==> src/ssq_pkg.sv <==
// Shared types and codes of the SPI NOR flash sector sequencer.
package ssq_pkg;

    localparam int PAGE_BYTES_DEF   = 256;
    localparam int SECTOR_BYTES_DEF = 4096;
    localparam int QUEUE_DEPTH      = 4;

    localparam logic [15:0] TIMEOUT_RST = 16'd5000;
    localparam logic [3:0]  RETRY_RST   = 4'd5;

    localparam logic [1:0] CFG_TIMEOUT = 2'd0;
    localparam logic [1:0] CFG_RETRY   = 2'd1;

    localparam logic [2:0] ACT_INIT   = 3'd0;
    localparam logic [2:0] ACT_READ   = 3'd1;
    localparam logic [2:0] ACT_LOAD   = 3'd2;
    localparam logic [2:0] ACT_WRITE  = 3'd3;
    localparam logic [2:0] ACT_STATUS = 3'd4;
    localparam logic [2:0] ACT_RX     = 3'd5;
    localparam logic [2:0] ACT_TICK   = 3'd6;
    localparam logic [2:0] ACT_ID     = 3'd7;

    localparam logic [1:0] K_SPI   = 2'd0;
    localparam logic [1:0] K_RDATA = 2'd1;
    localparam logic [1:0] K_DONE  = 2'd2;

    localparam logic [2:0] ERR_NONE  = 3'd0;
    localparam logic [2:0] ERR_PARAM = 3'd1;
    localparam logic [2:0] ERR_NRDY  = 3'd2;
    localparam logic [2:0] ERR_WEN   = 3'd3;
    localparam logic [2:0] ERR_ERASE = 3'd4;
    localparam logic [2:0] ERR_PROG  = 3'd5;
    localparam logic [2:0] ERR_WAIT  = 3'd6;

    typedef struct packed {
        logic [2:0]  action;
        logic [23:0] address;
        logic [15:0] length;
        logic [7:0]  data_byte;
        logic        link_ok;
    } t_item;

    typedef struct packed {
        logic [1:0]  kind;
        logic [7:0]  byte_value;
        logic        frame_end;
        logic        success;
        logic [2:0]  error_code;
        logic [23:0] jedec_id;
        logic        device_ready;
        logic        last;
    } t_res;

endpackage

==> src/ssq_front.sv <==
// Front end: accepts input beats into a short queue for the sequencer.
module ssq_front (
    input  logic          i_clk,
    input  logic          i_rst_n,
    input  logic          i_valid,
    output logic          o_stall,
    input  ssq_pkg::t_item i_item,
    input  logic          i_pop,
    output logic          o_avail,
    output ssq_pkg::t_item o_item
);
    import ssq_pkg::*;

    localparam int PW = $clog2(QUEUE_DEPTH);

    t_item         r_mem [QUEUE_DEPTH];
    logic [PW-1:0] r_wp, r_rp;
    logic [PW:0]   r_cnt;
    logic          push, pop;

    assign o_stall = (r_cnt == (PW+1)'(QUEUE_DEPTH));
    assign push    = i_valid && !o_stall;
    assign o_avail = (r_cnt != '0);
    assign pop     = i_pop && o_avail;
    assign o_item  = r_mem[r_rp];

    always_ff @(posedge i_clk) begin
        if (!i_rst_n) begin
            r_wp  <= '0;
            r_rp  <= '0;
            r_cnt <= '0;
        end else begin
            if (push) begin
                r_wp <= r_wp + 1'b1;
            end
            if (pop) begin
                r_rp <= r_rp + 1'b1;
            end
            r_cnt <= r_cnt + (PW+1)'(push) - (PW+1)'(pop);
        end
    end

    always_ff @(posedge i_clk) begin
        if (push) begin
            r_mem[r_wp] <= i_item;
        end
    end
endmodule

==> config.mk <==
export PLATFORM = sky130hd
export DESIGN_NAME = ssq_front
export DESIGN_NICKNAME = d
export VERILOG_FILES = /design/src/ssq_pkg.sv /design/src/ssq_front.sv
export SDC_FILE = /design/constraint.sdc
export NUM_CORES = 1
export LEC_CHECK = 0
export ABC_AREA = 1
export BUFFER_PORTS_ARGS = -buffer_cell sky130_fd_sc_hd__buf_4
export CORE_MARGIN = 1.5
export CORE_UTILIZATION = 45
export CTS_CLUSTER_DIAMETER = 100
export DETAILED_ROUTE_END_ITERATION = 10
export HOLD_SLACK_MARGIN = 0.06
export PLACE_DENSITY = 0.75
export SYNTH_ARGS = -nofsm -noshare
export SYNTH_HDL_FRONTEND = slang
export SYNTH_SLANG_ARGS = --single-unit
==> constraint.sdc <==
create_clock -name i_clk -period 4.15 [get_ports i_clk]
set_input_delay 0 -clock i_clk [delete_from_list [all_inputs] [get_ports i_clk]]
set_output_delay 0 -clock i_clk [all_outputs]
set_load 0.01 [all_outputs]
==> After elaboration in Yosys (flattened, before gate mapping) <==
Memories as Yosys holds them, arrays and structs flattened. A register that Yosys moved wholly into a read port is not among the register bits.
Index checks and enable logic that the tools add are counted.
{ "word_totals": {"regBits": 7, "ramBits": 208, "wordCells": 17, "mem_count": 1} }
{ "mem_list": {"columns": ["name", "depth", "word_bits", "rd", "rd_ports_with_merged_regs", "wr", "line_no", "source"], "rows": [
  ["r_mem", 4, 52, 1, 1, 1, "ssq_front.sv:16", "t_item r_mem [QUEUE_DEPTH];"]
]} }
{ "op_classes": {"addsub": 4, "eq_ne": 1, "n_mux": 4, "n_reduce_logical": 4} }
{ "ops": {"columns": ["cell", "count"], "rows": [
  ["adder 2 x 1 -> 2 bit (second input constant)", 2],
  ["two-way mux 2 bit", 2],
  ["adder 3 x 1 -> 3 bit", 1],
  ["equality test 3 bit (second input constant)", 1],
  ["nonzero test 3 bit", 1],
  ["subtractor 3 x 1 -> 3 bit", 1],
  ["logical AND 1 bit", 2],
  ["two-way mux 1 bit", 2],
  ["logical NOT 1 bit", 1]
]} }

==> Logic depth before layout (Yosys ltp) <==
{ "depth": {"word_depth": 5, "depth_mapped": 10, "depth_no_buf": 10} }

==> Worst setup path after synthesis <==
OpenSTA, ideal clock, no wires.
{ "synth_path": {"kind": "reg-to-reg", "start": "register r_cnt[1]", "end": "memory r_mem[0][0] (netlist name) (enable)", "setup_time_ns": 0.462, "arrival_ns": 2.913, "required_time_ns": 3.688, "setup_slack_ns": 0.775, "path_stages_with_launch": 5, "path_buffers": 0, "period_less_slack_ns": 3.375, "cell_sequence": "dfxtp_1 -> nor2_1 -> nand2_1 -> nand2_1 -> nor2_1"} }
{ "synth_between": {"elab_chain_len": 5} }
{ "synth_rtl": {"columns": ["element", "line_no", "source"], "rows": [
  ["from (decl)", "ssq_front.sv:18", "logic [PW:0] r_cnt;"],
  ["from (signal assigned)", "ssq_front.sv:39", "r_cnt <= r_cnt + (PW+1)'(push) - (PW+1)'(pop);"],
  ["equality test 3 bit", "ssq_front.sv:21", "assign o_stall = (r_cnt == (PW+1)'(QUEUE_DEPTH));"],
  ["logical NOT 1 bit", "ssq_front.sv:22", "assign push = i_valid && !o_stall;"],
  ["logical AND 1 bit", "ssq_front.sv:22", null],
  ["two-way mux 1 bit", "ssq_front.sv:44", "if (push) begin"],
  ["two-way mux 1 bit (implied by the code)", "ssq_front.sv:45", "r_mem[r_wp] <= i_item;"],
  ["to (decl)", "ssq_front.sv:16", null]
]} }
Every way passes these cells.

==> metrics <==
Tcrit/Tclk final=a little over 70%; Cell Pwr Density=a little under 600 mW/mm^2; outcome=finished clean; Sink Count=around 220; CTS Buf Count=23; Post-Syn Nets=about 630; post-DR wirelength/cell=about 18 um; diode count=0; Clk Latency, worst-skew pair=490 ps; Ys Warns=0; Final ANT Viol Nets=0; Final HPWL DP=between 10,000 and 15,000 um; Hold Path Sink=r_mem[0][35]; slew margin rel.=about 18%; post-CTS resize count=0; Final GP Congestion=~0.8; CTS tree=done; final hold violations=0; DIE WIDTH=around 140 um; Worst Hold Class=primary input to flip-flop; FF-to-FF End=r_mem[1][26]; HP Start=i_item[35]; Startpoint Class=flip-flop; Max Cap Viol=0; WHS=approximately 250 ps; max-slew violations=0; vias in the first global route=between 5k and 6k; Port Buffer Count=~110; die area=~0.020 mm^2; layout cell share with drive strength beyond 1=a little under a third; RR Startpoint=r_cnt[1]; gr usage total=between 10% and 20%; # setup viols final=0; # rows=50; Yosys reg bits=approximately 220; CP Max Fanout=about 110; setup bufs post-CTS=0; synthesized instance count=568; Worst R2R Path Depth=5; Post-route DRC=0; Tmin final=~3000 ps; Nets=794; drt total wl=around 18,000 um; final core utilization=about three fifths; Vias=~5.2k; Syn Area/Cell=between 15 and 20 um^2; f_max=between 300 and 400 MHz; largest net degree at the start of global routing=~110; setup TNS=0 ps; htree depth=1; first-pass GRT wire length=around 27,000 um; CP required=between 4000 and 5000 ps; Worst EP arrival=approximately 3000 ps; Clock Skew=about 12 ps; Syn Std Cell Area=a little under 0.009 mm^2; core region area=between 0.015 and 0.02 mm^2; Initial DRC Count=about 390; r2r setup slk=1660 ps; Lkg Pwr=about 3.8 nW; Slew @ Worst Pin=about 1200 ps; area grow syn2layout=25.8%; Fillers=1,431; Max IR drop VDD=approximately 0.00042 V; Initial Util=between 40% and 50%; I/O Pins=110; Vias per Instance=5.16; initial antenna violation count=0; total gr overflow=0; CP Capture Type=output pin; clk buf depth=3; die height=142 um; Netlist cell types=22; drt first pass iters=4; hold path depth=2; sequential-to-total area share from yosys stat=73.6%; CP Class=flip-flop to output pin; unrepaired setup endpoints after global routing=no; root buffer cell=clkbuf_16; Worst-path clk slew=60 ps
-- how the worst max path moves through the flow --
stage,startpoint,end,slack (ps),depth (start not counted)
after floorplan,r_cnt[1],r_mem[0][0],770,4
after global placement,flip-flop,o_item[41],1700,4
after detailed placement,flip-flop,o_item[39],1650,4
after CTS,flip-flop,o_item[39],1120,4
after global routing,flip-flop,o_item[25],910,4
final,flip-flop,o_item[28],1130,4
-- layout make-up --
cell class                      instances  area (um^2)  area share, %
Multi-Input combinational cell        302         2030           18.5
Tap cell                              260          325           2.96
Sequential cell                       217         6430           58.6
Clock inverter                          6         55.1          0.501
Clock buffer                           34          657           5.98
Inverter                               17         68.8          0.627
Timing Repair Buffer                  170         1410           12.9
-- cell usage in the layout (no fill, tap or decap) --
cell           count
inv_2              1
nand2_1           13
o22ai_2           37
buf_4            115
dfxtp_4            1
o21ai_0           91
nor2_4            41
nand3_1            3
clkbuf_16         23
inv_6              1
inv_1             15
clkinvlp_4         1
o21ai_1           14
clkbuf_8           4
dfxtp_1            7
a21oi_1            4
nor2_1            72
bufinv_16          1
clkinv_2           2
o22ai_1           15
edfxtp_1         208
fa_1               1
clkinv_1           2
clkbuf_1           7
dlygate4sd3_1     55
dfxtp_2            1
a21boi_0           2
ha_1               6
nor2_2             3
-- synthesized netlist by cell type --
cell      instances  area [um^2]
o21ai_0          91          455
nand3_1           3         15.0
a21oi_1           4         20.0
inv_2             2         7.51
o22ai_1          15         93.8
buf_6             3         33.8
edfxtp_1        208         6250
fa_1              1         20.0
nor2_4           37          417
buf_2             9         45.0
a21boi_0          2         15.0
o21ai_1          14         70.1
buf_12            5          100
nand2_1          13         48.8
clkbuf_1         14         52.6
inv_1            15         56.3
o22ai_2          37          463
dfxtp_1           9          180
nor2_1           76          285
nor2_2            3         18.8
ha_1              6         75.1
buf_4             1         7.51
-- registers in the layout, summed over array words and instances (netlist names), named ones only --
name,count
r_rp,2
r_cnt,3
r_wp,2
r_mem,208
-- worst max-delay path, stage by stage, from the launching register on --
cell and delay [ps]:
dfxtp_4 1030, inv_6 660, o21ai_0 360, o22ai_1 190
buf_4 190
-- cell families (layout without fill, tap and decap cells) --
logic type      Yosys count  after routing  share of synthesized area, %
compound gates          163            163                          12.8
buf+inv                  49            227                          3.47
fa+ha+maj                 7              7                          1.09
simple gates            132            132                          8.99
flops                   217            217                          73.6
-- routing by layer --
| metal | vias up | track usage (%) | share of wire, % |
|---|---|---|---|
| met5 | - | 0 | 0 |
| met4 | 0 | 4.72 | 1.9 |
| met3 | 26 | 3.23 | 5.4 |
| met2 | 152 | 30.6 | 50 |
| met1 | 2573 | 22.4 | 43 |
| li1 | 2435 | - | - |
-- power breakdown --
group / switching [mW] / total, mW / internal, mW
registers: 0.153 / 2.83 / 2.67
clock network: 0.762 / 1.91 / 1.15
logic: 0.946 / 1.62 / 0.672
-- what timing repair did --
| action | in CTS | in global routing |
|---|---|---|
| endpoints found under the setup margin | 0 | 0 |
| hold endpoints to repair | 217 | 0 |
| hold buffers | 55 | 0 |
-- stage by stage --
| stage | power, mW | std cells | cell area [um^2] | setup slack (ps) |
|---|---|---|---|---|
| 6_report | 6.36 | 1006 | 11000 | 1130 |
| 5_1_grt | 6.66 | 1006 | 11000 | 914 |
| 4_1_cts | 6.42 | 1006 | 11000 | 1120 |
| 3_5_place_dp | 4.46 | 911 | 9720 | 1650 |
| 3_3_place_gp | 4.41 | 911 | 9720 | 1700 |
| 2_1_floorplan | 3.84 | 568 | 8730 | 775 |
Power figures use the tool's default switching activity.
