**config.mk**
```make
export PLATFORM = sky130hd
export DESIGN_NAME = ssq_outq
export DESIGN_NICKNAME = d
export VERILOG_FILES = /design/src/ssq_pkg.sv /design/src/ssq_outq.sv
export SDC_FILE = /design/constraint.sdc
export NUM_CORES = 1
export LEC_CHECK = 0
export BUFFER_PORTS_ARGS = -buffer_cell sky130_fd_sc_hd__buf_2
export CELL_PAD_IN_SITES_DETAIL_PLACEMENT = 1
export CELL_PAD_IN_SITES_GLOBAL_PLACEMENT = 1
export CORE_ASPECT_RATIO = 0.8
export CORE_MARGIN = 2
export CORE_UTILIZATION = 45
export DETAILED_ROUTE_END_ITERATION = 7
export HOLD_SLACK_MARGIN = 0.05
export PLACE_DENSITY_LB_ADDON = 0.05
export SYNTH_ARGS = -nofsm -noshare
export SYNTH_HDL_FRONTEND = slang
export SYNTH_SLANG_ARGS = --single-unit
```
**constraint.sdc**
```tcl
create_clock -name i_clk -period 8.7 [get_ports i_clk]
set_input_delay 0.435 -clock i_clk [delete_from_list [all_inputs] [get_ports i_clk]]
set_output_delay 0.435 -clock i_clk [all_outputs]
set_load 0.01 [all_outputs]
```
**src/ssq_pkg.sv**
```systemverilog
// Shared types and codes of the SPI NOR flash sector sequencer.
package ssq_pkg;

    localparam int PAGE_BYTES_DEF   = 256;
    localparam int SECTOR_BYTES_DEF = 4096;
    localparam int QUEUE_DEPTH      = 4;

    localparam logic [15:0] TIMEOUT_RST = 16'd5000;
    localparam logic [3:0]  RETRY_RST   = 4'd5;

    localparam logic [1:0] CFG_TIMEOUT = 2'd0;
    localparam logic [1:0] CFG_RETRY   = 2'd1;

    localparam logic [2:0] ACT_INIT   = 3'd0;
    localparam logic [2:0] ACT_READ   = 3'd1;
    localparam logic [2:0] ACT_LOAD   = 3'd2;
    localparam logic [2:0] ACT_WRITE  = 3'd3;
    localparam logic [2:0] ACT_STATUS = 3'd4;
    localparam logic [2:0] ACT_RX     = 3'd5;
    localparam logic [2:0] ACT_TICK   = 3'd6;
    localparam logic [2:0] ACT_ID     = 3'd7;

    localparam logic [1:0] K_SPI   = 2'd0;
    localparam logic [1:0] K_RDATA = 2'd1;
    localparam logic [1:0] K_DONE  = 2'd2;

    localparam logic [2:0] ERR_NONE  = 3'd0;
    localparam logic [2:0] ERR_PARAM = 3'd1;
    localparam logic [2:0] ERR_NRDY  = 3'd2;
    localparam logic [2:0] ERR_WEN   = 3'd3;
    localparam logic [2:0] ERR_ERASE = 3'd4;
    localparam logic [2:0] ERR_PROG  = 3'd5;
    localparam logic [2:0] ERR_WAIT  = 3'd6;

    typedef struct packed {
        logic [2:0]  action;
        logic [23:0] address;
        logic [15:0] length;
        logic [7:0]  data_byte;
        logic        link_ok;
    } t_item;

    typedef struct packed {
        logic [1:0]  kind;
        logic [7:0]  byte_value;
        logic        frame_end;
        logic        success;
        logic [2:0]  error_code;
        logic [23:0] jedec_id;
        logic        device_ready;
        logic        last;
    } t_res;

endpackage

```
**src/ssq_outq.sv**
```systemverilog
// Result queue: takes up to two results a cycle, sends one beat a cycle while i_stall is low.
module ssq_outq (
    input  logic         i_clk,
    input  logic         i_rst_n,
    input  logic [1:0]   i_push_n,
    input  ssq_pkg::t_res i_res0,
    input  ssq_pkg::t_res i_res1,
    output logic         o_room2,
    output logic         o_valid,
    input  logic         i_stall,
    output ssq_pkg::t_res o_res
);
    import ssq_pkg::*;

    localparam int PW = $clog2(QUEUE_DEPTH);

    t_res          r_mem [QUEUE_DEPTH];
    logic [PW-1:0] r_wp, r_rp;
    logic [PW:0]   r_cnt;
    logic          pop;

    assign o_valid = (r_cnt != '0);
    assign pop     = o_valid && !i_stall;
    assign o_res   = r_mem[r_rp];
    assign o_room2 = (r_cnt <= (PW+1)'(QUEUE_DEPTH - 2));

    always_ff @(posedge i_clk) begin
        if (!i_rst_n) begin
            r_wp  <= '0;
            r_rp  <= '0;
            r_cnt <= '0;
        end else begin
            r_wp  <= r_wp + PW'(i_push_n);
            if (pop) begin
                r_rp <= r_rp + 1'b1;
            end
            r_cnt <= r_cnt + (PW+1)'(i_push_n) - (PW+1)'(pop);
        end
    end

    always_ff @(posedge i_clk) begin
        if (i_push_n != 2'd0) begin
            r_mem[r_wp] <= i_res0;
        end
        if (i_push_n == 2'd2) begin
            r_mem[r_wp + 1'b1] <= i_res1;
        end
    end
endmodule

```
Word-level counts from Yosys, hierarchy flattened
Memories as Yosys holds them, arrays and structs flattened. A register that Yosys moved wholly into a read port is not among the register bits.
Index checks and enable logic that the tools add are counted.
{"block": "totals", "ff_bits": 7, "mem_bits_rw": 164, "input_bits": 87, "out_inout_bits": 43, "elab_cells": 21, "mem_count": 1}
{"name": "r_mem", "words": 4, "word_bits": 41, "read_ports": 1, "rd_ports_with_merged_regs": 1, "write_ports": 2, "line": "ssq_outq.sv:17", "source": "t_res r_mem [QUEUE_DEPTH];"}
{"block": "op_classes", "n_addsub": 5, "order_cmp": 1, "n_eq_ne": 1, "muxes": 6, "reduce_logical": 4}
{"op": "$add A2 B1 Y2 const B", "count": 2}
{"op": "$mux W1", "count": 4}
{"op": "$mux W2", "count": 2}
{"op": "$add A3 B2 Y3", "count": 1}
{"op": "$le A3 B2 Y1 const B", "count": 1}
{"op": "$reduce_bool A3 Y1", "count": 1}
{"op": "$sub A3 B1 Y3", "count": 1}
{"op": "$add A2 B2 Y2", "count": 1}
{"op": "$eq A2 B2 Y1 const B", "count": 1}
{"op": "$reduce_bool A2 Y1", "count": 1}
{"op": "$logic_and A1 B1 Y1", "count": 1}
{"op": "$logic_not A1 Y1", "count": 1}

Longest topological paths before layout
Gate-level depths: netlist (run 1).
{"block": "depth", "ltp_word": 4, "ltp_mapped": 10, "mapped_depth_nobuf": 10}

Least setup slack after synthesis (run 1)
Ideal clock, no wire load.
{"block": "synth_timing", "path_kind": "input to register", "startpoint": "input port i_push_n[1]", "endpoint": "memory r_mem[0][0] (netlist bit) (enable)", "setup_time_ns": 0.501, "t_arrival_ns": 3.549, "setup_slack_ns": 4.650, "stages": 2, "n_path_buf": 0, "cell_sequence": "nor2_1 o31ai_1"}
{"element": "from (decl)", "line": "ssq_outq.sv:5", "source": "input logic [1:0] i_push_n,"}
{"element": "to (decl)", "line": "ssq_outq.sv:17"}

==> summary.json, run 1 <==
{
  "outcome": {"value": "finished, final reports clean"},
  "syn-instance-count": {"value": 450},
  "cts_setup_buffers": {"value": 0},
  "clock_insertion_delay_worst_skew": {"value": 0.42, "unit": "ns"},
  "number_of_global_route_vias_before_repair": {"value": 4997},
  "tritoncts": {"value": "yes"},
  "fp-row-count": {"value": 46},
  "synth-seq-cells": {"value": 173},
  "slew_headroom": {"value": 26.7, "unit": "%"},
  "design_area": {"value": 0.0103, "unit": "sq mm"},
  "die_area": {"value": 0.0210, "unit": "sq mm"},
  "final_common_cell": {"value": "sky130_fd_sc_hd__edfxtp_1"},
  "die_width": {"value": 162, "unit": "microns"},
  "setup_viol": {"value": 0},
  "area_overhead_of_the_layout_relative_to_synthesis": {"value": 15.2, "unit": "%"},
  "numCtsBuffers": {"value": 17},
  "worst-path-max-fanout": {"value": 42},
  "slew_viol_final": {"value": 0},
  "postSynth.topFlopCell": {"value": "sky130_fd_sc_hd__edfxtp_1"},
  "grt_first_pass_wirelength": {"value": 29.9, "unit": "mm"},
  "antenna_found_initial": {"value": 2},
  "nNetsFinal": {"value": 670},
  "power.density": {"value": 232, "unit": "mW/mm^2"},
  "fin_tns_setup": {"value": 0, "unit": "ns"},
  "finalWeightedCongestion": {"value": 0.767},
  "grt_overflow_total": {"value": 0},
  "worst_clock_skew": {"value": 0.00401, "unit": "ns"},
  "initial_cell_density_of_the_core": {"value": 45.6, "unit": "%"},
  "port_buffers": {"value": 129},
  "holdCritPathClass": {"value": "input pin to flop"},
  "fp.dieH": {"value": 130, "unit": "microns"},
  "drt-initial-drc-count": {"value": 239},
  "commonest_cells_after_routing_fill_and_taps_aside": {"value": "sky130_fd_sc_hd__edfxtp_1, sky130_fd_sc_hd__buf_2, sky130_fd_sc_hd__mux2_4"},
  "synth_area_per_cell": {"value": 19.9, "unit": "sq um"},
  "rsz_0062_raised_after_global_routing": {"value": "false"},
  "io_pins": {"value": 130},
  "fin_crit_period": {"value": 2.71, "unit": "ns"},
  "syn-cell-area": {"value": 0.00894, "unit": "sq mm"},
  "track_usage": {"value": 19.6, "unit": "%"},
  "mapped_nets": {"value": 542},
  "synth_enable_flop_cells": {"value": 164},
  "cts_hold_buffers_added": {"value": 0},
  "total_switching_power": {"value": 620, "unit": "uW"},
  "wire_per_inst": {"value": 23.2, "unit": "microns"},
  "grt_start_max_net_pins": {"value": 43},
  "cts_num_sinks": {"value": 173},
  "async_reset_ff_share": {"value": 0, "unit": "%"},
  "power_frac_clock": {"value": 33.2, "unit": "%"},
  "h-tree-depth": {"value": 4},
  "ctsResizeCount": {"value": 0},
  "combinationalPowerShare": {"value": 21.4, "unit": "%"},
  "worstPathArrival": {"value": 2.76, "unit": "ns"},
  "routed-via-count": {"value": 4633},
  "worst_setup_path_start_kind": {"value": "flop"},
  "drc": {"value": 0},
  "timing.setup.critical_path_class": {"value": "flop to flop"},
  "synth_cell_types": {"value": 35},
  "seqPwrFrac": {"value": 45.4, "unit": "%"},
  "timing.max_cap.violations": {"value": 0},
  "ctsLongestPathBuffers": {"value": 2},
  "fillerInstances": {"value": 1823},
  "fin_crit_sh": {"value": 31.1, "unit": "%"},
  "place.detailed.hpwl": {"value": 11.8, "unit": "mm"},
  "switching_share": {"value": 26.0, "unit": "%"},
  "drive_gt1_share": {"value": 64.5, "unit": "%"},
  "clock_root_buffer": {"value": "sky130_fd_sc_hd__clkbuf_16"},
  "avgViaCountPerCell": {"value": 5.41},
  "critPathRequiredTime": {"value": 8.75, "unit": "ns"},
  "hold_viol": {"value": 0},
  "intPower": {"value": 1770, "unit": "uW"},
  "routed_wl": {"value": 19.9, "unit": "mm"},
  "total_leakage_power": {"value": 0.00380, "unit": "uW"},
  "path_clk_slew": {"value": 0.06, "unit": "ns"},
  "worst-slew-pin-transition": {"value": 1.10, "unit": "ns"},
  "synth_seq_area_share": {"value": 57.1, "unit": "%"},
  "setup.worst_path.end_class": {"value": "flop"},
  "yosys_warnings": {"value": 0},
  "peakVddDrop": {"value": 0.139, "unit": "mV"},
  "dr.pass1.iters": {"value": 4},
  "design.core.area": {"value": 0.0196, "unit": "sq mm"},
  "clock.fmax": {"value": 370, "unit": "MHz"},
  "post_dp_cell_area": {"value": 0.00969, "unit": "sq mm"},
  "drt.antenna.violating_nets": {"value": 0}
}
## routing by layer
metal | part of all wire (%) | vias up | GRT usage [%]
met3 | 4.8 | 18 | 5.37
met4 | 1.1 | 2 | 4.83
met5 | 0.035 | - | 0
met1 | 45 | 2434 | 26.1
met2 | 49 | 104 | 32.4
li1 | - | 2075 | -
## critical path, stage by stage, from the launching register on
cell,delay [ns]
sky130_fd_sc_hd__dfxtp_1,0.46
sky130_fd_sc_hd__and3b_4,1.12
sky130_fd_sc_hd__a21o_2,0.18
sky130_fd_sc_hd__buf_4,0.55
## layout make-up
cell class | instances | area, sq um | share of cell area [%]
Antenna cell | 1 | 2.50 | 0.0243
Clock buffer | 19 | 433 | 4.20
Sequential cell | 173 | 5110 | 49.6
Tap cell | 264 | 330 | 3.21
Timing Repair Buffer | 138 | 713 | 6.92
Clock inverter | 13 | 173 | 1.68
Inverter | 6 | 22.5 | 0.219
Multi-Input combinational cell | 242 | 3520 | 34.1
## cell usage after synthesis, types with 2 or more instances
library cell | n | area (sq um)
sky130_fd_sc_hd__a21boi_0 | 2 | 15.0
sky130_fd_sc_hd__a21oi_1 | 2 | 10.0
sky130_fd_sc_hd__and2_1 | 4 | 25.0
sky130_fd_sc_hd__and3b_1 | 2 | 17.5
sky130_fd_sc_hd__buf_1 | 5 | 18.8
sky130_fd_sc_hd__buf_12 | 8 | 160
sky130_fd_sc_hd__buf_2 | 4 | 20.0
sky130_fd_sc_hd__buf_6 | 7 | 78.8
sky130_fd_sc_hd__clkbuf_8 | 4 | 55.1
sky130_fd_sc_hd__dfxtp_1 | 9 | 180
sky130_fd_sc_hd__edfxtp_1 | 164 | 4920
sky130_fd_sc_hd__ha_1 | 4 | 50.1
sky130_fd_sc_hd__inv_1 | 5 | 18.8
sky130_fd_sc_hd__mux2_2 | 55 | 619
sky130_fd_sc_hd__mux2_4 | 109 | 1640
sky130_fd_sc_hd__mux4_2 | 41 | 923
sky130_fd_sc_hd__nor2_1 | 4 | 15.0
sky130_fd_sc_hd__nor2b_1 | 2 | 12.5
sky130_fd_sc_hd__xnor2_1 | 3 | 26.3
## path summary, 6_finish.rpt
path / slack (ns) / to / from / depth (start not counted)
worst max-delay path: 5.99 / r_mem[2][17] / r_wp[1] / 3
worst min-delay path: 0.34 / flop / i_rst_n / 2
worst max register to register: 5.99 / r_mem[2][17] / r_wp[1] / 3
worst min register to register: 0.47 / flop / r_rp[1] / 2
## registers in the layout, indices dropped and copies added (netlist names), named ones only
signal  flops
r_wp        2
r_mem     164
r_cnt       3
r_rp        2
## power by group through the flow
stage               Combinational, uW  Sequential (uW)  Clock [uW]
finish                            511             1090         792
global route                      553             1100         844
CTS                               521             1090         811
detailed placement                519             1110           0
global placement                  511             1100           0
floorplan                         378             1060           0
## logic make-up after synthesis
group	Yosys count	share of synthesized area, %
compound gates	7	0.504
flops	173	57.1
buf+inv	35	4.02
mux	206	35.7
simple gates	20	1.55
fa+ha+maj	5	0.784
xor+xnor	4	0.392
## per-stage QoR
stage          total power (uW)  setup slack [ns]  instances  utilization (%)  hold WS (ns)
2_1_floorplan              1440              4.65        450                -         0.445
5_1_grt                    2500              5.85        856             52.5         0.336
3_5_place_dp               1630              5.79        823             49.4         0.466
3_3_place_gp               1610              5.79        823             49.4         0.448
6_report                   2390              5.99        856             52.5         0.335
4_1_cts                    2420              5.94        855             52.5         0.316
(Power assumes the default switching activity.)
==> run 2, diff against run 1 <==
- clock period: 8.7 -> 2.44 ns (I/O delays scaled with it)
==> summary.json, run 2 (same netlist as run 1, synthesis figures left out) <==
{
  "outcome": {"value": "finished, final reports clean"},
  "fp.dieH": {"value": 130, "unit": "microns", "change": "unchanged"},
  "drt.antenna.violating_nets": {"value": 0, "change": "unchanged"},
  "worst_setup_path_start_kind": {"value": "flop"},
  "numCtsBuffers": {"value": 17, "change": "unchanged"},
  "area_overhead_of_the_layout_relative_to_synthesis": {"value": 29.8, "unit": "%"},
  "timing.setup.critical_path_class": {"value": "flop to flop"},
  "clock_insertion_delay_worst_skew": {"value": 0.43, "unit": "ns", "change": "about the same"},
  "slew_headroom": {"value": 34.8, "unit": "%", "change": "+8.1 points"},
  "die_width": {"value": 162, "unit": "microns", "change": "unchanged"},
  "rsz_0062_raised_after_global_routing": {"value": "false"},
  "routed-via-count": {"value": 5080, "change": "+9.6%"},
  "wire_per_inst": {"value": 21.5, "unit": "microns", "change": "-7.2%"},
  "combined_area_of_the_multi_input_logic_cells": {"value": 0.00352, "unit": "sq mm", "change": "unchanged"},
  "power.density": {"value": 772, "unit": "mW/mm^2", "change": "+230%"},
  "critPathRequiredTime": {"value": 2.62, "unit": "ns", "change": "-6.13 ns"},
  "peakVddDrop": {"value": 0.474, "unit": "mV", "change": "+240%"},
  "holdCritPathClass": {"value": "input pin to flop"},
  "port_buffers": {"value": 129, "change": "unchanged"},
  "h-tree-depth": {"value": 4, "change": "unchanged"},
  "grt_first_pass_wirelength": {"value": 32.3, "unit": "mm", "change": "+7.7%"},
  "worst-path-max-fanout": {"value": 13, "change": "-69%"},
  "nNetsFinal": {"value": 793, "change": "+18%"},
  "grt_start_max_net_pins": {"value": 42, "change": "-2.3%"},
  "routed_wl": {"value": 21.1, "unit": "mm", "change": "+6.2%"},
  "clock_root_buffer": {"value": "sky130_fd_sc_hd__clkbuf_16"},
  "commonest_cells_after_routing_fill_and_taps_aside": {"value": "sky130_fd_sc_hd__edfxtp_1, sky130_fd_sc_hd__buf_2, sky130_fd_sc_hd__mux2_4"},
  "total_power": {"value": 8960, "unit": "uW", "change": "+280%"},
  "biggestRegsByFlops": {"value": "r_mem: 164 flops, r_cnt: 3 flops"},
  "worst_clock_skew": {"value": 0.0109, "unit": "ns", "change": "+0.00690 ns"},
  "track_usage": {"value": 21.0, "unit": "%", "change": "+1.3 points"},
  "ctsLongestPathBuffers": {"value": 2, "change": "unchanged"},
  "path_clk_slew": {"value": 0.07, "unit": "ns", "change": "about the same"},
  "worst-slew-pin-transition": {"value": 0.978, "unit": "ns", "change": "-0.122 ns"},
  "setup.worst_path.end_class": {"value": "flop"},
  "slew_viol_final": {"value": 0, "change": "unchanged"},
  "number_of_global_route_vias_before_repair": {"value": 5612, "change": "+12%"},
  "finalWeightedCongestion": {"value": 0.715, "change": "-6.8%"},
  "antenna_found_initial": {"value": 1, "change": "-1"},
  "initial_cell_density_of_the_core": {"value": 45.6, "unit": "%", "change": "unchanged"},
  "setup_viol": {"value": 0, "change": "unchanged"},
  "total_leakage_power": {"value": 0.00438, "unit": "uW", "change": "+15%"},
  "final_common_cell": {"value": "sky130_fd_sc_hd__edfxtp_1"},
  "hold_viol": {"value": 0, "change": "unchanged"},
  "io_pins": {"value": 130, "change": "unchanged"},
  "largest_reg_flops": {"value": 164, "change": "unchanged"},
  "fin_crit_period": {"value": 2.31, "unit": "ns", "change": "-0.392 ns"},
  "clock.fmax": {"value": 432, "unit": "MHz", "change": "+17%"},
  "fin_crit_sh": {"value": 94.8, "unit": "%", "change": "+64 points"},
  "dr.pass1.iters": {"value": 4, "change": "unchanged"},
  "grt_overflow_total": {"value": 0, "change": "unchanged"},
  "worstPathArrival": {"value": 2.50, "unit": "ns", "change": "-0.26 ns"},
  "die_area": {"value": 0.0210, "unit": "sq mm", "change": "unchanged"},
  "fillerInstances": {"value": 1770, "change": "-2.9%"},
  "regToRegStartpoint": {"value": "r_wp[0]"},
  "drt-initial-drc-count": {"value": 244, "change": "+2.1%"},
  "largest_register_by_flop_count": {"value": "r_mem"},
  "crit_path_start": {"value": "r_wp[0]"},
  "fp-row-count": {"value": 46, "change": "unchanged"},
  "fin_tns_setup": {"value": 0, "unit": "ns", "change": "unchanged"},
  "avgViaCountPerCell": {"value": 5.19, "change": "-4.1%"},
  "final-seq-area": {"value": 0.00511, "unit": "sq mm", "change": "unchanged"},
  "timing.max_cap.violations": {"value": 0, "change": "unchanged"},
  "cts_num_sinks": {"value": 173, "change": "unchanged"},
  "design.core.area": {"value": 0.0196, "unit": "sq mm", "change": "unchanged"},
  "tritoncts": {"value": "yes"},
  "place.detailed.hpwl": {"value": 12.6, "unit": "mm", "change": "+7.4%"},
  "min_from": {"value": "i_res1[29]"},
  "drive_gt1_share": {"value": 56.7, "unit": "%", "change": "-7.7 points"},
  "drc": {"value": 0, "change": "unchanged"}
}
## run 2: path summary, 6_finish.rpt
kind	to	slack [ns]	depth (start not counted)
worst max-delay path	r_mem[2][9]	0.13	4
worst min-delay path	r_mem[1][29]	0.08	2
worst max register to register	r_mem[2][9]	0.13	4
worst min register to register	flop	0.48	2
## run 2: cell type report
cell class | count | area share (%)
Antenna cell | 1 | 0.0216
Clock inverter | 14 | 1.85
Tap cell | 264 | 2.85
Clock buffer | 18 | 3.70
Inverter | 6 | 0.194
Timing Repair Buffer | 261 | 17.1
Multi-Input combinational cell | 242 | 30.3
Sequential cell | 173 | 44.0
## run 2: metrics by stage
| step | std cells | hold slack (ns) | area, sq um | worst slack [ns] | utilization, % |
|---|---|---|---|---|---|
| 2_1_floorplan | 450 | 0.244 | 8950 | -0.326 | - |
| 3_3_place_gp | 836 | 0.443 | 9880 | 0.386 | 50.3 |
| 3_5_place_dp | 836 | 0.454 | 9880 | 0.166 | 50.3 |
| 4_1_cts | 972 | 0.0538 | 11600 | 0.0237 | 58.9 |
| 5_1_grt | 978 | 0.0580 | 11600 | 0.0370 | 59.1 |
| 6_report | 979 | 0.0811 | 11600 | 0.126 | 59.2 |
## run 2: routing by layer
| layer | vias to the layer above | part of all wire (%) | track usage (%) |
|---|---|---|---|
| li1 | 2315 | - | - |
| met1 | 2622 | 45 | 27.8 |
| met2 | 125 | 49 | 35.2 |
| met3 | 18 | 4.4 | 4.90 |
| met4 | 0 | 0.99 | 5.41 |
| met5 | - | 0 | 0 |
## run 2: timing repair
| action | 4_1_cts | 5_1_grt |
|---|---|---|
| endpoints found under the hold margin | 162 | 0 |
| endpoints found under the setup margin | 0 | 4 |
| gates resized for setup | 0 | 0 |
| buffers inserted | 0 | 6 |
| hold buffers | 104 | 0 |
## run 2: power breakdown
part / leakage [uW] / total, uW / switching, uW / internal (uW)
Combinational: 0.00246 / 2190 / 1010 / 1180
Clock: 0.000311 / 3000 / 1170 / 1820
Sequential: 0.00161 / 3780 / 143 / 3640
Total: 0.00438 / 8960 / 2330 / 6640
## run 2: critical path, stage by stage, from the launching register on
cell	delay, ns
sky130_fd_sc_hd__dfxtp_1	0.56
sky130_fd_sc_hd__and3b_4	0.30
sky130_fd_sc_hd__buf_4	0.31
sky130_fd_sc_hd__mux2_4	0.33
sky130_fd_sc_hd__dlygate4sd3_1	0.56
==> run 3, diff against run 2 <==
==> constraint.sdc (replaced) <==
create_clock -name i_clk -period 2.44 [get_ports i_clk]
set_input_delay 0.122 -clock i_clk [delete_from_list [all_inputs] [get_ports i_clk]]
set_output_delay 0.122 -clock i_clk [all_outputs]
set_load 0.005 [all_outputs]
==> summary.json, run 3 (same netlist as run 1, synthesis figures left out) <==
{
  "switching_share": {"value": 25.9, "unit": "%", "change": "-0.079 points"},
  "routed-via-count": {"value": 5048, "change": "-0.63%"},
  "fillerInstances": {"value": 1826, "change": "+3.2%"},
  "h-tree-depth": {"value": 4, "change": "unchanged"},
  "hold_viol": {"value": 0, "change": "unchanged"},
  "commonest_cells_after_routing_fill_and_taps_aside": {"value": "sky130_fd_sc_hd__edfxtp_1, sky130_fd_sc_hd__buf_2, sky130_fd_sc_hd__mux2_4"},
  "clock_root_buffer": {"value": "sky130_fd_sc_hd__clkbuf_16"},
  "grt_first_pass_wirelength": {"value": 32.2, "unit": "mm", "change": "about the same"},
  "initial_cell_density_of_the_core": {"value": 45.6, "unit": "%", "change": "unchanged"},
  "antenna_found_initial": {"value": 1, "change": "unchanged"},
  "number_of_global_route_vias_before_repair": {"value": 5681, "change": "+1.2%"},
  "ctsResizeCount": {"value": 0, "change": "unchanged"},
  "timing.setup.critical_path_class": {"value": "flop to flop"},
  "die_width": {"value": 162, "unit": "microns", "change": "unchanged"},
  "finalWeightedCongestion": {"value": 0.718, "change": "+0.46%"},
  "drt-initial-drc-count": {"value": 224, "change": "-8.2%"},
  "io_pins": {"value": 130, "change": "unchanged"},
  "post-route-util": {"value": 58.3, "unit": "%", "change": "-0.89 points"},
  "path_clk_slew": {"value": 0.06, "unit": "ns", "change": "about the same"},
  "die_area": {"value": 0.0210, "unit": "sq mm", "change": "unchanged"},
  "numCtsBuffers": {"value": 17, "change": "unchanged"},
  "drive_gt1_share": {"value": 55.9, "unit": "%", "change": "-0.77 points"},
  "combined_area_of_the_multi_input_logic_cells": {"value": 0.00352, "unit": "sq mm", "change": "unchanged"},
  "fp-row-count": {"value": 46, "change": "unchanged"},
  "biggestRegsByFlops": {"value": "r_mem: 164 flops, r_cnt: 3 flops"},
  "slew_headroom": {"value": 29.8, "unit": "%", "change": "-5.0 points"},
  "final-seq-area": {"value": 0.00511, "unit": "sq mm", "change": "unchanged"},
  "setup_viol": {"value": 0, "change": "unchanged"},
  "cts_num_sinks": {"value": 173, "change": "unchanged"},
  "dr.pass1.iters": {"value": 5, "change": "+1"},
  "total_switching_power": {"value": 2160, "unit": "uW", "change": "-7.3%"},
  "place.detailed.hpwl": {"value": 12.6, "unit": "mm", "change": "-0.12%"},
  "outcome": {"value": "finished, final reports clean"},
  "drt.antenna.violating_nets": {"value": 0, "change": "unchanged"},
  "worst_clock_skew": {"value": 0.0109, "unit": "ns", "change": "-0.00000100 ns"},
  "post_dp_cell_area": {"value": 0.00988, "unit": "sq mm", "change": "unchanged"},
  "peakVddDrop": {"value": 0.402, "unit": "mV", "change": "-15%"},
  "rsz_0062_raised_after_global_routing": {"value": "false"},
  "worst-slew-pin-transition": {"value": 1.05, "unit": "ns", "change": "+0.0746 ns"},
  "fp.dieH": {"value": 130, "unit": "microns", "change": "unchanged"},
  "clock_insertion_delay_worst_skew": {"value": 0.42, "unit": "ns", "change": "about the same"},
  "grt_overflow_total": {"value": 0, "change": "unchanged"},
  "routed_wl": {"value": 20.8, "unit": "mm", "change": "-1.1%"},
  "power.density": {"value": 729, "unit": "mW/mm^2", "change": "-5.6%"},
  "timing.max_cap.violations": {"value": 0, "change": "unchanged"},
  "worst-path-max-fanout": {"value": 13, "change": "unchanged"},
  "fin_crit_period": {"value": 2.31, "unit": "ns", "change": "-0.00551 ns"},
  "design_area": {"value": 0.0114, "unit": "sq mm", "change": "-1.5%"},
  "setup.worst_path.end_class": {"value": "flop"},
  "total_power": {"value": 8340, "unit": "uW", "change": "-7.0%"},
  "worst_setup_path_start_kind": {"value": "flop"},
  "final_setup_slack_of_the_worst_path": {"value": 0.131, "unit": "ns", "change": "+0.00551 ns"},
  "timing.reg2reg.setup_slack": {"value": 0.13, "unit": "ns", "change": "about the same"},
  "final_common_cell": {"value": "sky130_fd_sc_hd__edfxtp_1"},
  "combinationalPowerShare": {"value": 24.7, "unit": "%", "change": "+0.3 points"},
  "largest_register_by_flop_count": {"value": "r_mem"},
  "critPathRequiredTime": {"value": 2.61, "unit": "ns", "change": "about the same"},
  "port_buffers": {"value": 129, "change": "unchanged"},
  "wire_per_inst": {"value": 21.5, "unit": "microns", "change": "-0.29%"},
  "power_frac_clock": {"value": 30.0, "unit": "%", "change": "-3.4 points"},
  "avgViaCountPerCell": {"value": 5.20, "change": "+0.19%"},
  "clock.fmax": {"value": 433, "unit": "MHz", "change": "+0.24%"},
  "slew_viol_final": {"value": 0, "change": "unchanged"},
  "intPower": {"value": 6180, "unit": "uW", "change": "-6.9%"},
  "area_overhead_of_the_layout_relative_to_synthesis": {"value": 27.9, "unit": "%"},
  "grt_start_max_net_pins": {"value": 42, "change": "unchanged"},
  "fin_crit_sh": {"value": 94.6, "unit": "%", "change": "-0.23 points"},
  "nNetsFinal": {"value": 786, "change": "-0.88%"},
  "holdCritPathClass": {"value": "input pin to flop"},
  "track_usage": {"value": 20.9, "unit": "%", "change": "-0.074 points"},
  "drc": {"value": 0, "change": "unchanged"},
  "ctsLongestPathBuffers": {"value": 2, "change": "unchanged"},
  "dp_worst_setup_slack": {"value": 0.223, "unit": "ns", "change": "+0.0573 ns"},
  "tritoncts": {"value": "yes"},
  "total_leakage_power": {"value": 0.00429, "unit": "uW", "change": "-2.0%"},
  "worstPathArrival": {"value": 2.48, "unit": "ns", "change": "-0.02 ns"},
  "largest_reg_flops": {"value": 164, "change": "unchanged"},
  "seqPwrFrac": {"value": 45.3, "unit": "%", "change": "+3.1 points"},
  "design.core.area": {"value": 0.0196, "unit": "sq mm", "change": "unchanged"}
}
==> run 3: cell count changes in the layout (fill, tap and decap cells not counted), moves of 2 or more <==
| cell | before | now |
|---|---|---|
| sky130_fd_sc_hd__buf_4 | 21 | 17 |
| sky130_fd_sc_hd__bufinv_16 | 5 | 1 |
| sky130_fd_sc_hd__clkinv_1 | 0 | 5 |
| sky130_fd_sc_hd__clkinv_4 | 1 | 3 |
| sky130_fd_sc_hd__dlygate4sd3_1 | 104 | 101 |
| sky130_fd_sc_hd__inv_6 | 3 | 1 |
==> run 3: worst paths after layout <==
check | startpoint | end | depth (start not counted)
worst max-delay path | r_wp[0] | r_mem[2][6] | 4
worst min-delay path | i_res1[16] | r_mem[2][16] | 2
worst max register to register | r_wp[0] | r_mem[2][6] | 4
worst min register to register | r_rp[1] | flop | 2
==> run 3: power groups by stage <==
stage               clock, uW  sequential [uW]  combinational (uW)
floorplan                   0             3760                1250
global placement            0             3820                1900
detailed placement          0             3850                1950
CTS                      2560             3780                2100
global route             2670             3810                2240
finish                   2500             3780                2060
==> run 3: through the flow <==
step,cells,hold WS [ns],setup TNS [ns]
floorplan,450,0.244,-13.36
global placement,836,0.447,0
detailed placement,836,0.464,0
CTS,968,0.0503,0
global route,970,0.0613,0
finish,971,0.0690,0
==> run 3: area by class of cell <==
type                       instances  share of cell area (%)
multi-input combinational        242                    30.7
inverter                           6                   0.197
timing repair buffer             254                    16.8
clock buffer                      18                    3.75
clock inverter                    13                   0.886
sequential                       173                    44.7
tap                              264                    2.89
antenna                            1                  0.0219
==> run 3: routing by layer <==
| layer | global-route usage [%] | wire length, microns | vias up |
|---|---|---|---|
| li1 | - | - | 2301 |
| met1 | 27.1 | 9370 | 2624 |
| met2 | 36.3 | 10500 | 109 |
| met3 | 4.04 | 762 | 14 |
| met4 | 5.57 | 227 | 0 |
| met5 | 0 | 0 | - |
==> run 3: timing repair <==
action | in CTS | in global routing
hold endpoints to repair | 132 | 0
hold buffers | 101 | 0
endpoints found under the setup margin | 0 | 5
buffers inserted | 0 | 2
==> run 3: critical path, cell delays in order, from the launching register on <==
cell and delay (ns):
sky130_fd_sc_hd__dfxtp_1 0.56, sky130_fd_sc_hd__and3b_4 0.30, sky130_fd_sc_hd__buf_4 0.31, sky130_fd_sc_hd__mux2_4 0.33
sky130_fd_sc_hd__dlygate4sd3_1 0.56
